$ cat src/rtl/core/sha1_pkg.sv
package sha1_pkg;

	typedef enum logic [1:0] {
		OP_APPEND  = 2'd0,
		OP_DIGEST  = 2'd1,
		OP_RESTART = 2'd2,
		OP_NONE    = 2'd3
	} op_t;

	// command handed from the front part to the compression engine
	typedef struct packed {
		op_t        op;
		logic [7:0] data_byte;
	} cmd_t;

	localparam int unsigned QueueDepth = 4;
	localparam int unsigned QueueAw    = $clog2(QueueDepth);

	localparam logic [31:0] H0 = 32'h67452301;
	localparam logic [31:0] H1 = 32'hEFCDAB89;
	localparam logic [31:0] H2 = 32'h98BADCFE;
	localparam logic [31:0] H3 = 32'h10325476;
	localparam logic [31:0] H4 = 32'hC3D2E1F0;
	localparam logic [7:0]  PadByte = 8'h80;

	function automatic logic [31:0] round_k(input logic [6:0] r);
		logic [31:0] k;
		if (r < 7'd20) k = 32'h5A827999;
		else if (r < 7'd40) k = 32'h6ED9EBA1;
		else if (r < 7'd60) k = 32'h8F1BBCDC;
		else k = 32'hCA62C1D6;
		return k;
	endfunction

	function automatic logic [31:0] round_f(input logic [6:0] r, input logic [31:0] b,
			input logic [31:0] c, input logic [31:0] d);
		logic [31:0] f;
		if (r < 7'd20) f = (b & c) | (~b & d);
		else if (r >= 7'd40 && r < 7'd60) f = (b & c) | (b & d) | (c & d);
		else f = b ^ c ^ d;
		return f;
	endfunction

endpackage

$ cat src/rtl/core/sha1_front.sv
module sha1_front (
	input  logic                clk,
	input  logic                arst_n,
	input  logic                s_tvalid,
	output logic                s_tready,
	input  logic [7:0]          s_tdata,
	input  logic [1:0]          s_tuser,
	output logic                q_valid,
	input  logic                q_ready,
	output sha1_pkg::cmd_t      q_cmd
);
	import sha1_pkg::*;

	cmd_t                 mem_q [QueueDepth];
	logic [QueueAw-1:0]   wr_q, rd_q;
	logic [QueueAw:0]     cnt_q;
	logic                 push, pop;
	op_t                  op_in;

	assign op_in    = op_t'(s_tuser);
	assign s_tready = (cnt_q != (QueueAw+1)'(QueueDepth));
	assign push     = s_tvalid && s_tready && op_in != OP_NONE;
	assign q_valid  = cnt_q != '0;
	assign pop      = q_valid && q_ready;
	assign q_cmd    = mem_q[rd_q];

	// classify beats and queue the useful ones
	always_ff @(posedge clk) begin
		if (push) begin
			mem_q[wr_q] <= '{op: op_in, data_byte: s_tdata};
		end
	end

	always_ff @(posedge clk or negedge arst_n) begin
		if (!arst_n) begin
			wr_q  <= '0;
			rd_q  <= '0;
			cnt_q <= '0;
		end else begin
			if (push) wr_q <= wr_q + 1'b1;
			if (pop) rd_q <= rd_q + 1'b1;
			cnt_q <= cnt_q + (QueueAw+1)'(push) - (QueueAw+1)'(pop);
		end
	end
endmodule

$ cat src/rtl/core/sha1_back.sv
module sha1_back (
	input  logic           clk,
	input  logic           arst_n,
	input  logic           q_valid,
	output logic           q_ready,
	input  sha1_pkg::cmd_t q_cmd,
	output logic           m_tvalid,
	input  logic           m_tready,
	output logic [39:0]    m_tdata,
	output logic           m_tuser,
	output logic           m_tlast
);
	import sha1_pkg::*;

	typedef enum logic [2:0] {
		ST_IDLE, ST_LOAD, ST_ROUND, ST_FOLD, ST_OUT
	} state_t;

	state_t        state_q;
	logic [7:0]    buf_q [64];
	logic [5:0]    fill_q;
	logic [63:0]   len_q;
	logic          ovf_q;
	logic [31:0]   h_q [5];      // chaining words
	logic [31:0]   t_q [5];      // working hash for the current compression
	logic [31:0]   a_q, b_q, c_q, d_q, e_q;
	logic [31:0]   w_q [16];
	logic [6:0]    rnd_q;
	logic [5:0]    ld_q;         // byte position while loading the schedule
	logic [5:0]    pos_b;        // position of the byte arriving from the buffer
	logic          dig_q;        // compression belongs to a digest
	logic          second_q;     // digest needs a second block
	logic          pass_q;       // current digest block number
	logic [2:0]    idx_q;
	logic [7:0]    ld_byte;
	logic [7:0]    rd_byte_q;
	logic [31:0]   wnew, tsum, wcur;

	assign q_ready = (state_q == ST_IDLE);
	assign pos_b   = ld_q - 6'd1;

	// byte source for the schedule: stored data, pad, zeros or length
	always_comb begin
		ld_byte = 8'h00;
		if (!dig_q) begin
			ld_byte = rd_byte_q;
		end else if (!pass_q) begin
			if (pos_b < fill_q) ld_byte = rd_byte_q;
			else if (pos_b == fill_q) ld_byte = PadByte;
			else if (!second_q && pos_b >= 6'd56)
				ld_byte = len_q[8'(7 - (pos_b - 6'd56)) * 8 +: 8];
		end else if (pos_b >= 6'd56) begin
			ld_byte = len_q[8'(7 - (pos_b - 6'd56)) * 8 +: 8];
		end
	end

	assign wcur = w_q[0];
	assign wnew = {w_q[13] ^ w_q[8] ^ w_q[2] ^ w_q[0]} << 1
		| (w_q[13] ^ w_q[8] ^ w_q[2] ^ w_q[0]) >> 31;
	assign tsum = {a_q[26:0], a_q[31:27]} + round_f(rnd_q, b_q, c_q, d_q) + e_q
		+ wcur + round_k(rnd_q);

	// buffer memory, registered read
	always_ff @(posedge clk) begin
		rd_byte_q <= buf_q[ld_q];
		if (state_q == ST_IDLE && q_valid && q_cmd.op == OP_APPEND && !ovf_q)
			buf_q[fill_q] <= q_cmd.data_byte;
	end

	// schedule window: bytewise shift while loading, word shift per round
	always_ff @(posedge clk) begin
		if (state_q == ST_LOAD && ld_q != 6'd0 || state_q == ST_LOAD && rnd_q[0]) begin
			for (int i = 0; i < 15; i++) w_q[i] <= {w_q[i][23:0], w_q[i+1][31:24]};
			w_q[15] <= {w_q[15][23:0], ld_byte};
		end else if (state_q == ST_ROUND) begin
			for (int i = 0; i < 15; i++) w_q[i] <= w_q[i+1];
			w_q[15] <= wnew;
		end
	end

	// sequencer: load 64 bytes, run 80 rounds, fold, then emit the digest words after a digest
	always_ff @(posedge clk or negedge arst_n) begin
		if (!arst_n) begin
			state_q  <= ST_IDLE;
			fill_q   <= '0;
			len_q    <= '0;
			ovf_q    <= 1'b0;
			h_q      <= '{H0, H1, H2, H3, H4};
			rnd_q    <= '0;
			ld_q     <= '0;
			dig_q    <= 1'b0;
			second_q <= 1'b0;
			pass_q   <= 1'b0;
			idx_q    <= '0;
			m_tvalid <= 1'b0;
		end else begin
			unique case (state_q)
				ST_IDLE: begin
					if (q_valid) begin
						unique case (q_cmd.op)
							OP_APPEND: begin
								if (!ovf_q) begin
									fill_q <= fill_q + 6'd1;
									len_q  <= len_q + 64'd8;
									if (len_q == 64'hFFFF_FFFF_FFFF_FFF8) ovf_q <= 1'b1;
									if (fill_q == 6'd63) begin
										dig_q   <= 1'b0;
										ld_q    <= '0;
										rnd_q   <= '0;
										t_q     <= h_q;
										state_q <= ST_LOAD;
									end
								end
							end
							OP_DIGEST: begin
								dig_q    <= 1'b1;
								second_q <= fill_q >= 6'd56;
								pass_q   <= 1'b0;
								ld_q     <= '0;
								rnd_q    <= '0;
								t_q      <= h_q;
								state_q  <= ST_LOAD;
							end
							OP_RESTART: begin
								fill_q <= '0;
								len_q  <= '0;
								ovf_q  <= 1'b0;
								h_q    <= '{H0, H1, H2, H3, H4};
							end
							default: ;
						endcase
					end
				end
				ST_LOAD: begin
					// rnd_q[0] marks that the first read is in flight
					if (!rnd_q[0]) begin
						rnd_q <= 7'd1;
						ld_q  <= 6'd1;
					end else begin
						ld_q <= ld_q + 6'd1;
						if (ld_q == 6'd0) begin
							rnd_q   <= '0;
							a_q     <= t_q[0];
							b_q     <= t_q[1];
							c_q     <= t_q[2];
							d_q     <= t_q[3];
							e_q     <= t_q[4];
							state_q <= ST_ROUND;
						end
					end
				end
				ST_ROUND: begin
					e_q   <= d_q;
					d_q   <= c_q;
					c_q   <= {b_q[1:0], b_q[31:2]};
					b_q   <= a_q;
					a_q   <= tsum;
					rnd_q <= rnd_q + 7'd1;
					if (rnd_q == 7'd79) state_q <= ST_FOLD;
				end
				ST_FOLD: begin
					t_q[0] <= t_q[0] + a_q;
					t_q[1] <= t_q[1] + b_q;
					t_q[2] <= t_q[2] + c_q;
					t_q[3] <= t_q[3] + d_q;
					t_q[4] <= t_q[4] + e_q;
					rnd_q  <= '0;
					ld_q   <= '0;
					if (!dig_q) begin
						h_q[0] <= t_q[0] + a_q;
						h_q[1] <= t_q[1] + b_q;
						h_q[2] <= t_q[2] + c_q;
						h_q[3] <= t_q[3] + d_q;
						h_q[4] <= t_q[4] + e_q;
						fill_q <= '0;
						state_q <= ST_IDLE;
					end else if (second_q && !pass_q) begin
						pass_q  <= 1'b1;
						state_q <= ST_LOAD;
					end else begin
						idx_q    <= '0;
						m_tvalid <= 1'b1;
						state_q  <= ST_OUT;
					end
				end
				ST_OUT: begin
					if (m_tready) begin
						idx_q <= idx_q + 3'd1;
						if (idx_q == 3'd4) begin
							m_tvalid <= 1'b0;
							state_q  <= ST_IDLE;
						end
					end
				end
				default: state_q <= ST_IDLE;
			endcase
		end
	end

	assign m_tdata = {5'b0, idx_q, t_q[idx_q]};
	assign m_tuser = ovf_q;
	assign m_tlast = (idx_q == 3'd4);
endmodule

$ cat src/rtl/core/sha1_byte_stream_hasher_core.sv
// sha-1 over a byte stream, one 80-round compression per 64-byte block
// append: one byte per cycle while the engine is idle, plus a compression at each full block
// (schedule load, 80 rounds, fold); the engine takes no byte while it compresses a block
// digest: one or two block compressions, then five output beats
// a 4-deep command queue lets input beats continue during compression
// arst_n clears the control state and loads the sha-1 initial hash
module sha1_byte_stream_hasher_core (
	input  logic        clk,
	input  logic        arst_n,
	input  logic        s_tvalid,
	output logic        s_tready,
	input  logic [7:0]  s_tdata,  // data_byte[7:0]
	input  logic [1:0]  s_tuser,  // operation[1:0]
	output logic        m_tvalid,
	input  logic        m_tready,
	output logic [39:0] m_tdata,  // digest_word[31:0], word_index[34:32]
	output logic        m_tuser,  // corrupted
	output logic        m_tlast   // last_word
);
	import sha1_pkg::*;

	cmd_t q_cmd;
	logic q_valid, q_ready;

	sha1_front u_front (
		.clk, .arst_n, .s_tvalid, .s_tready, .s_tdata, .s_tuser,
		.q_valid, .q_ready, .q_cmd
	);

	sha1_back u_back (
		.clk, .arst_n, .q_valid, .q_ready, .q_cmd,
		.m_tvalid, .m_tready, .m_tdata, .m_tuser, .m_tlast
	);
endmodule
$ cat config.mk
export PLATFORM = sky130hd
export DESIGN_NAME = sha1_byte_stream_hasher_core
export DESIGN_NICKNAME = d
export VERILOG_FILES = /design/src/rtl/core/sha1_pkg.sv /design/src/rtl/core/sha1_front.sv /design/src/rtl/core/sha1_back.sv /design/src/rtl/core/sha1_byte_stream_hasher_core.sv
export SDC_FILE = /design/constraint.sdc
export NUM_CORES = 2
export LEC_CHECK = 0
export ABC_AREA = 0
export BUFFER_PORTS_ARGS = -buffer_cell sky130_fd_sc_hd__buf_2
export CORE_MARGIN = 8
export CORE_UTILIZATION = 30
export DETAILED_ROUTE_END_ITERATION = 12
export SYNTH_ARGS = -nofsm -noshare
export SYNTH_HDL_FRONTEND = slang
export SYNTH_HIERARCHICAL = 1
export SYNTH_SLANG_ARGS = --single-unit
$ cat constraint.sdc
create_clock -name clk -period 16.6 [get_ports clk]
set_input_delay 3.32 -clock clk [delete_from_list [all_inputs] [get_ports clk]]
set_output_delay 3.32 -clock clk [all_outputs]
set_load 0.05 [all_outputs]
---- Word level (Yosys, flattened, before mapping) ----
Memory sizes are Yosys's and may differ from the RTL's. A register that Yosys moved wholly into a read port is not among the register bits.
Cells that the tools add are included.
storage, ports and cells
  bits in registers ....................... 581
  memory bits (writable) .................. 1064
  input bits .............................. 14
  memories ................................ 3
memories
  memory         depth  bits a word  read ports  clocked after Yosys merged registers in  write ports  RTL line          RTL
  u_back.buf_q   64     8            1           1                                        1            sha1_back.sv:20   logic [7:0] buf_q [64];
  u_back.w_q     16     32           16          0                                        16           sha1_back.sv:27   logic [31:0] w_q [16];
  u_front.mem_q  4      10           1           0                                        1            sha1_front.sv:14  cmd_t mem_q [QueueDepth];
operators by class
  $add $sub $neg .......................... 21
  order comparisons ....................... 8
  eq/ne operators ......................... 32
  shift operators ......................... 1
  mux-type cells .......................... 115
  bitwise gates (word level) .............. 31
  reductions and logical operators ........ 41
operator list
  operator                                                          number
  32-bit two-way mux                                                32
  160-bit two-way mux                                               6
  160-bit case mux with 2 select lines                              3
  32-bit case mux with 2 select lines                               5
  32-bit adder                                                      9
  32-bit XOR                                                        5
  32-bit bitwise AND                                                4
  64-bit case mux with 2 select lines                               1
  32-bit binary-select mux with 3-bit select                        1
  32-bit OR                                                         3
  64-bit by 4-bit adder with 64-bit output (second input constant)  1
  64-bit equality test (second input constant)                      1
  64-bit two-way mux                                                1
  64-bit by 12-bit variable part select with 8-bit output           1
  8-bit two-way mux                                                 6
  6-bit two-way mux                                                 7
  3-bit two-way mux                                                 13
  6-bit case mux with 2 select lines                                3
  7-bit two-way mux                                                 5
  32-bit NOT                                                        1
  32-bit by 1-bit OR with 32-bit output                             1
  31-bit two-way mux                                                1
  5-bit AND reduction                                               6
  7-bit case mux with 4 select lines                                1
  other kinds (49)                                                  132

---- Logic depth before layout (Yosys ltp) ----
  depth in word-level cells ............... 10
  mapped depth ............................ 26

---- Cells and area by module ----
The synthesis kept the hierarchy.
by module, submodules not included
  module      times used  cells each  area an instance (um^2)
  sha1_back   1           6914        80988.9
  sha1_front  1           89          1866.8

---- Worst setup path before layout ----
No wires, ideal clock.
  path kind ............................... register to register
  from .................................... reg u_back.ld_q[0]
  to ...................................... mem u_back.w_q[0][0] (enable)
  library setup time ...................... 3.632 ns
  arrival ................................. 11.054 ns
  data required time ...................... 12.968 ns
  path slack .............................. 1.913 ns
  cell stages (with the launch flop) ...... 12
  buffers on the path ..................... 6
  period minus slack after synthesis ...... 14.687 ns
  path through ............................ dfrtp_1 clkbuf_1 clkbuf_1 buf_1 inv_1 ha_1 nand3b_1 o21ai_1 clkbuf_1 clkbuf_1 buf_1 nand2_1
RTL lines
  item                    RTL line          RTL
  start, declared         sha1_back.sv:29   logic [5:0] ld_q;
  start signal, assigned  sha1_back.sv:140  ld_q <= ld_q + 6'd1;
  end, declared           sha1_back.sv:27

---- Worst setup path after layout ----
  from .................................... reg u_back.rnd_q[3]
  to ...................................... reg u_back.a_q[31], data pin
between the ends
  longest elaborated chain between the ends .. 9
  elaborated cells between the ends (all ways) .. 15
  classes of those cells .................. add/sub: 4; order compare: 4; mux: 6; reduce/logical: 1
ends and longest elaborated chain
  item                                                                                                                            RTL line                        RTL
  start, declared                                                                                                                 sha1_back.sv:28                 logic [6:0] rnd_q;
  start signal, assigned                                                                                                          sha1_back.sv:158                rnd_q <= rnd_q + 7'd1;
  7-bit by 6-bit >= comparator with 1-bit output / 7-bit by 6-bit less-than comparator with 1-bit output (equally long branches)  sha1_pkg.sv:39, sha1_pkg.sv:30
  1-bit logical AND                                                                                                               sha1_pkg.sv:39                  else if (r >= 7'd40 && r < 7'd60) f = (b & c) | (b & d) | (c & d);
  32-bit two-way mux                                                                                                              sha1_pkg.sv:39
  32-bit two-way mux                                                                                                              sha1_pkg.sv:38                  if (r < 7'd20) f = (b & c) | (~b & d);
  32-bit adder (2 in series)                                                                                                      sha1_back.sv:60                 assign tsum = {a_q[26:0], a_q[31:27]} + round_f(rnd_q, b_q, c_q, d_q) + e_q
  32-bit adder                                                                                                                    sha1_back.sv:61                 + wcur + round_k(rnd_q);
  32-bit adder (*)                                                                                                                sha1_back.sv:61
  32-bit case mux with 2 select lines (*)                                                                                         sha1_back.sv:97                 unique case (state_q)
  end signal, assigned                                                                                                            sha1_back.sv:143                a_q <= t_q[0];
  end signal, assigned                                                                                                            sha1_back.sv:157                a_q <= tsum;
  end, declared                                                                                                                   sha1_back.sv:26                 logic [31:0] a_q, b_q, c_q, d_q, e_q;
Every way passes the cells marked *; elsewhere a longest branch is shown, timed or not.
A chain may end at the register's enable or synchronous reset.

==> summary.md <==
| Metric | Value |
|---|---|
| Outcome | `finished, final reports clean` |
| Mapped cell area | `82860 sq um` |
| Final Max Tran Viols | `0` |
| Rel. slew slack | `16.13%` |
| FP Rows | `193` |
| Final core occ | `33.67%` |
| Crit start category | `register` |
| Register area | `48290 sq um` |
| CORE AREA | `275500 sq um` |
| Clk_skew | `0.1208 ns` |
| Setup TNS | `0 ns` |
| Ports | `58` |
| Clock Sinks | `1650` |
| I/O Buffers | `52` |
| Filler cells | `27020` |
| #FFs+latches synth | `1650` |
| DRT Pass-1 Iters | `8` |
| Placed Area | `87100 sq um` |
| Max-cap viol count | `0` |
| Slew of the pin with the lowest slew margin | `1.258 ns` |
| Max IR drop VDD | `0.0001377 V` |
| Post-CTS Setup Bufs | `0` |
| GRT Total Usage | `14.02%` |
| First-pass GRT wire length | `326.8 mm` |
| Avg Synthesized Cell Area | `11.83 sq um` |
| Top_reg_cell synth | `edfxtp_1` |
| Layout cells sized above 1 | `12.28%` |
| Die W | `541.5 um` |
| RSZ-0062 raised after global routing | `no` |
| CP required | `17.24 ns` |
| Final non-filler cell area | `92770 sq um` |
| Tcrit/Tclk final | `42.59%` |
| Post-route DRC | `0` |
| Total congestion overflow | `0` |
| Post-synth EDFFs | `1384` |
| Post-DR wirelength/cell | `19.62 um` |
| Pin count of the biggest net entering global routing | `205` |
| Unique masters post-synth | `90` |
| WL final | `212.4 mm` |
| Routed Antenna Nets | `0` |
| Initial Utilization | `30.07%` |
| Leak | `0.03467 uW` |
| Pre-CTS setup slack | `9.643 ns` |
| CP endpoint kind | `register` |
| Clk Latency, worst-skew pair | `0.90 ns` |
| CTS clk-pin slew, worst paths | `0.06 ns` |
| Cell Pwr Density | `130.4 nW/um^2` |
| Vias in the first global route | `53230` |
| Final Net Count | `7326` |
| Post-detail-place hpwl | `140.8 mm` |
| Max Fclk | `141.5 MHz` |
| Routed vias/inst | `4.986` |
| Register area share after synthesis | `58.27%` |
| Synth top area cells | `edfxtp_1, nand2_1, dfrtp_1` |
| Syn-to-layout area delta | `11.97%` |
| Clk buf depth | `4` |
| Most frequent cells in the layout | `nand2_1, edfxtp_1, o21ai_0` |
| Die ar. | `293300 sq um` |
| Setup WS post-layout | `9.531 ns` |
| Synth Instances | `7003` |
| DR iter-0 viols | `5577` |
| Hold Crit Class | `reg -> reg` |
| Level count of the clock H-tree | `4` |
| Total CTS buffers | `184` |
| Worst-path fanout max | `35` |
| Multi-input logic area | `32200 sq um` |
| Critical setup path kind | `reg -> reg` |
| Leading area contributor after synthesis | `edfxtp_1` |
| CTS tree | `built` |
| CP max stage cell | `fa_1` |
| Total number of vias | `53980` |
| Async S/R FF share, synth | `15.64%` |
| Die Ht | `541.5 um` |
| Gp weighted congestion | `0.9015` |
| Synth Warn # | `6` |
| Tmin final | `7.069 ns` |
| Initial antenna violation count | `7` |
| Root buf cell | `clkbuf_16` |
| Yosys top cell area share | `50.16%` |
| Crit path arrival time | `7.71 ns` |
| # hold bufs at CTS | `0` |
| Final Setup Violations | `0` |
| CTS resizes | `0` |
| Most common cell after layout, fill and taps aside | `nand2_1` |
| Final Hold Fails | `0` |
| Critical path's most frequent cell | `inv_1` |
| CP peak stage delay | `0.51 ns` |
final timing paths:
kind / from / endpoint / slack [ns] / cells after the start
max in group asynchronous: arst_n / u_back/len_q[16]$_DFFE_PN0P_ / 12.95 / 2
setup / recovery: u_back/rnd_q[3]$_DFFE_PN0P_ / u_back/a_q[31]$_DFFE_PP_ / 9.53 / 26
setup reg to reg: u_back/rnd_q[3]$_DFFE_PN0P_ / u_back/a_q[31]$_DFFE_PP_ / 9.53 / 26
hold reg to reg: u_back/h_q[40]$_DFFE_PN0P_ / u_back/h_q[40]$_DFFE_PN0P_ / 0.47 / 2
hold / removal: u_back/h_q[40]$_DFFE_PN0P_ / u_back/h_q[40]$_DFFE_PN0P_ / 0.47 / 2
min in group asynchronous: arst_n / u_back/h_q[21]$_DFFE_PN0P_ / 2.37 / 1
cells in the mapped netlist, types with 101 or more instances:
cell	instances
nand2_1	1768
fa_1	126
mux2_2	188
edfxtp_1	1384
o21ai_0	414
nor2_1	342
dfrtp_1	178
a21oi_1	246
mux4_2	191
inv_1	316
nand3_1	101
xnor2_1	205
ha_1	214
clkbuf_1	278
xor2_1	117
sequential cells by signal (all words and copies together), names as in the netlist, 40 cells and up:
signal	count
u_back/buf_q	512
u_back/h_q	160
u_back/len_q	61
u_back/t_q	160
u_back/w_q	512
u_front/mem_q	40
per-stage QoR:
step	hold WS, ns	cells	total power [uW]
CTS	0.4750	10820	12220
detailed placement	0.4617	10490	8284
finish	0.4744	10830	12100
floorplan	0.4395	7007	7437
global placement	0.4507	10490	8204
global route	0.4906	10820	12640
critical path, delay by kind of cell (launching register included):
kind                       cells  cell delay (ns)
and+or+nand+nor                6             1.00
adders and majority gates      4             1.80
AOI/OAI and AO/OA             10             2.33
buffers and inverters          6             1.25
DFF                            1             0.45
report_power, final:
group          total [uW]  internal (uW)  leakage (uW)  switching, uW
clock                3900           2230       0.00276           1670
sequential           5430           5160        0.0157            265
combinational        2770            922        0.0162           1850
total               12100           8320        0.0347           3780
cell families (layout without fill, tap and decap cells):
group	count (synthesis)	in the layout	synth area share (%)
flops	1650	1650	58.27
fa+ha+maj	340	340	6.276
xor+xnor	322	322	3.404
buf+inv	650	758	2.987
compound gates	1108	1108	8.106
other cells	1	10	0.004526
mux	456	456	8.683
simple gates	2476	2476	12.27
cell type report:
| cell class | count | area share, % |
|---|---|---|
| sequential | 1650 | 52.06 |
| multi-input combinational | 4707 | 34.71 |
| clock buffer | 241 | 5.381 |
| tap | 3705 | 4.997 |
| inverter | 316 | 1.279 |
| timing repair buffer | 113 | 0.8524 |
| clock inverter | 88 | 0.7121 |
| antenna | 5 | 0.01349 |
layer usage:
layer,share of wire (%),global-route usage [%],up-vias
li1,-,-,24850
met3,6.2,2.071,360
met5,0.0052,0,-
met1,45,19.97,27090
met4,3.1,4.378,2
met2,45,22.06,1673
No activity file was read; power rests on OpenSTA's default activity.
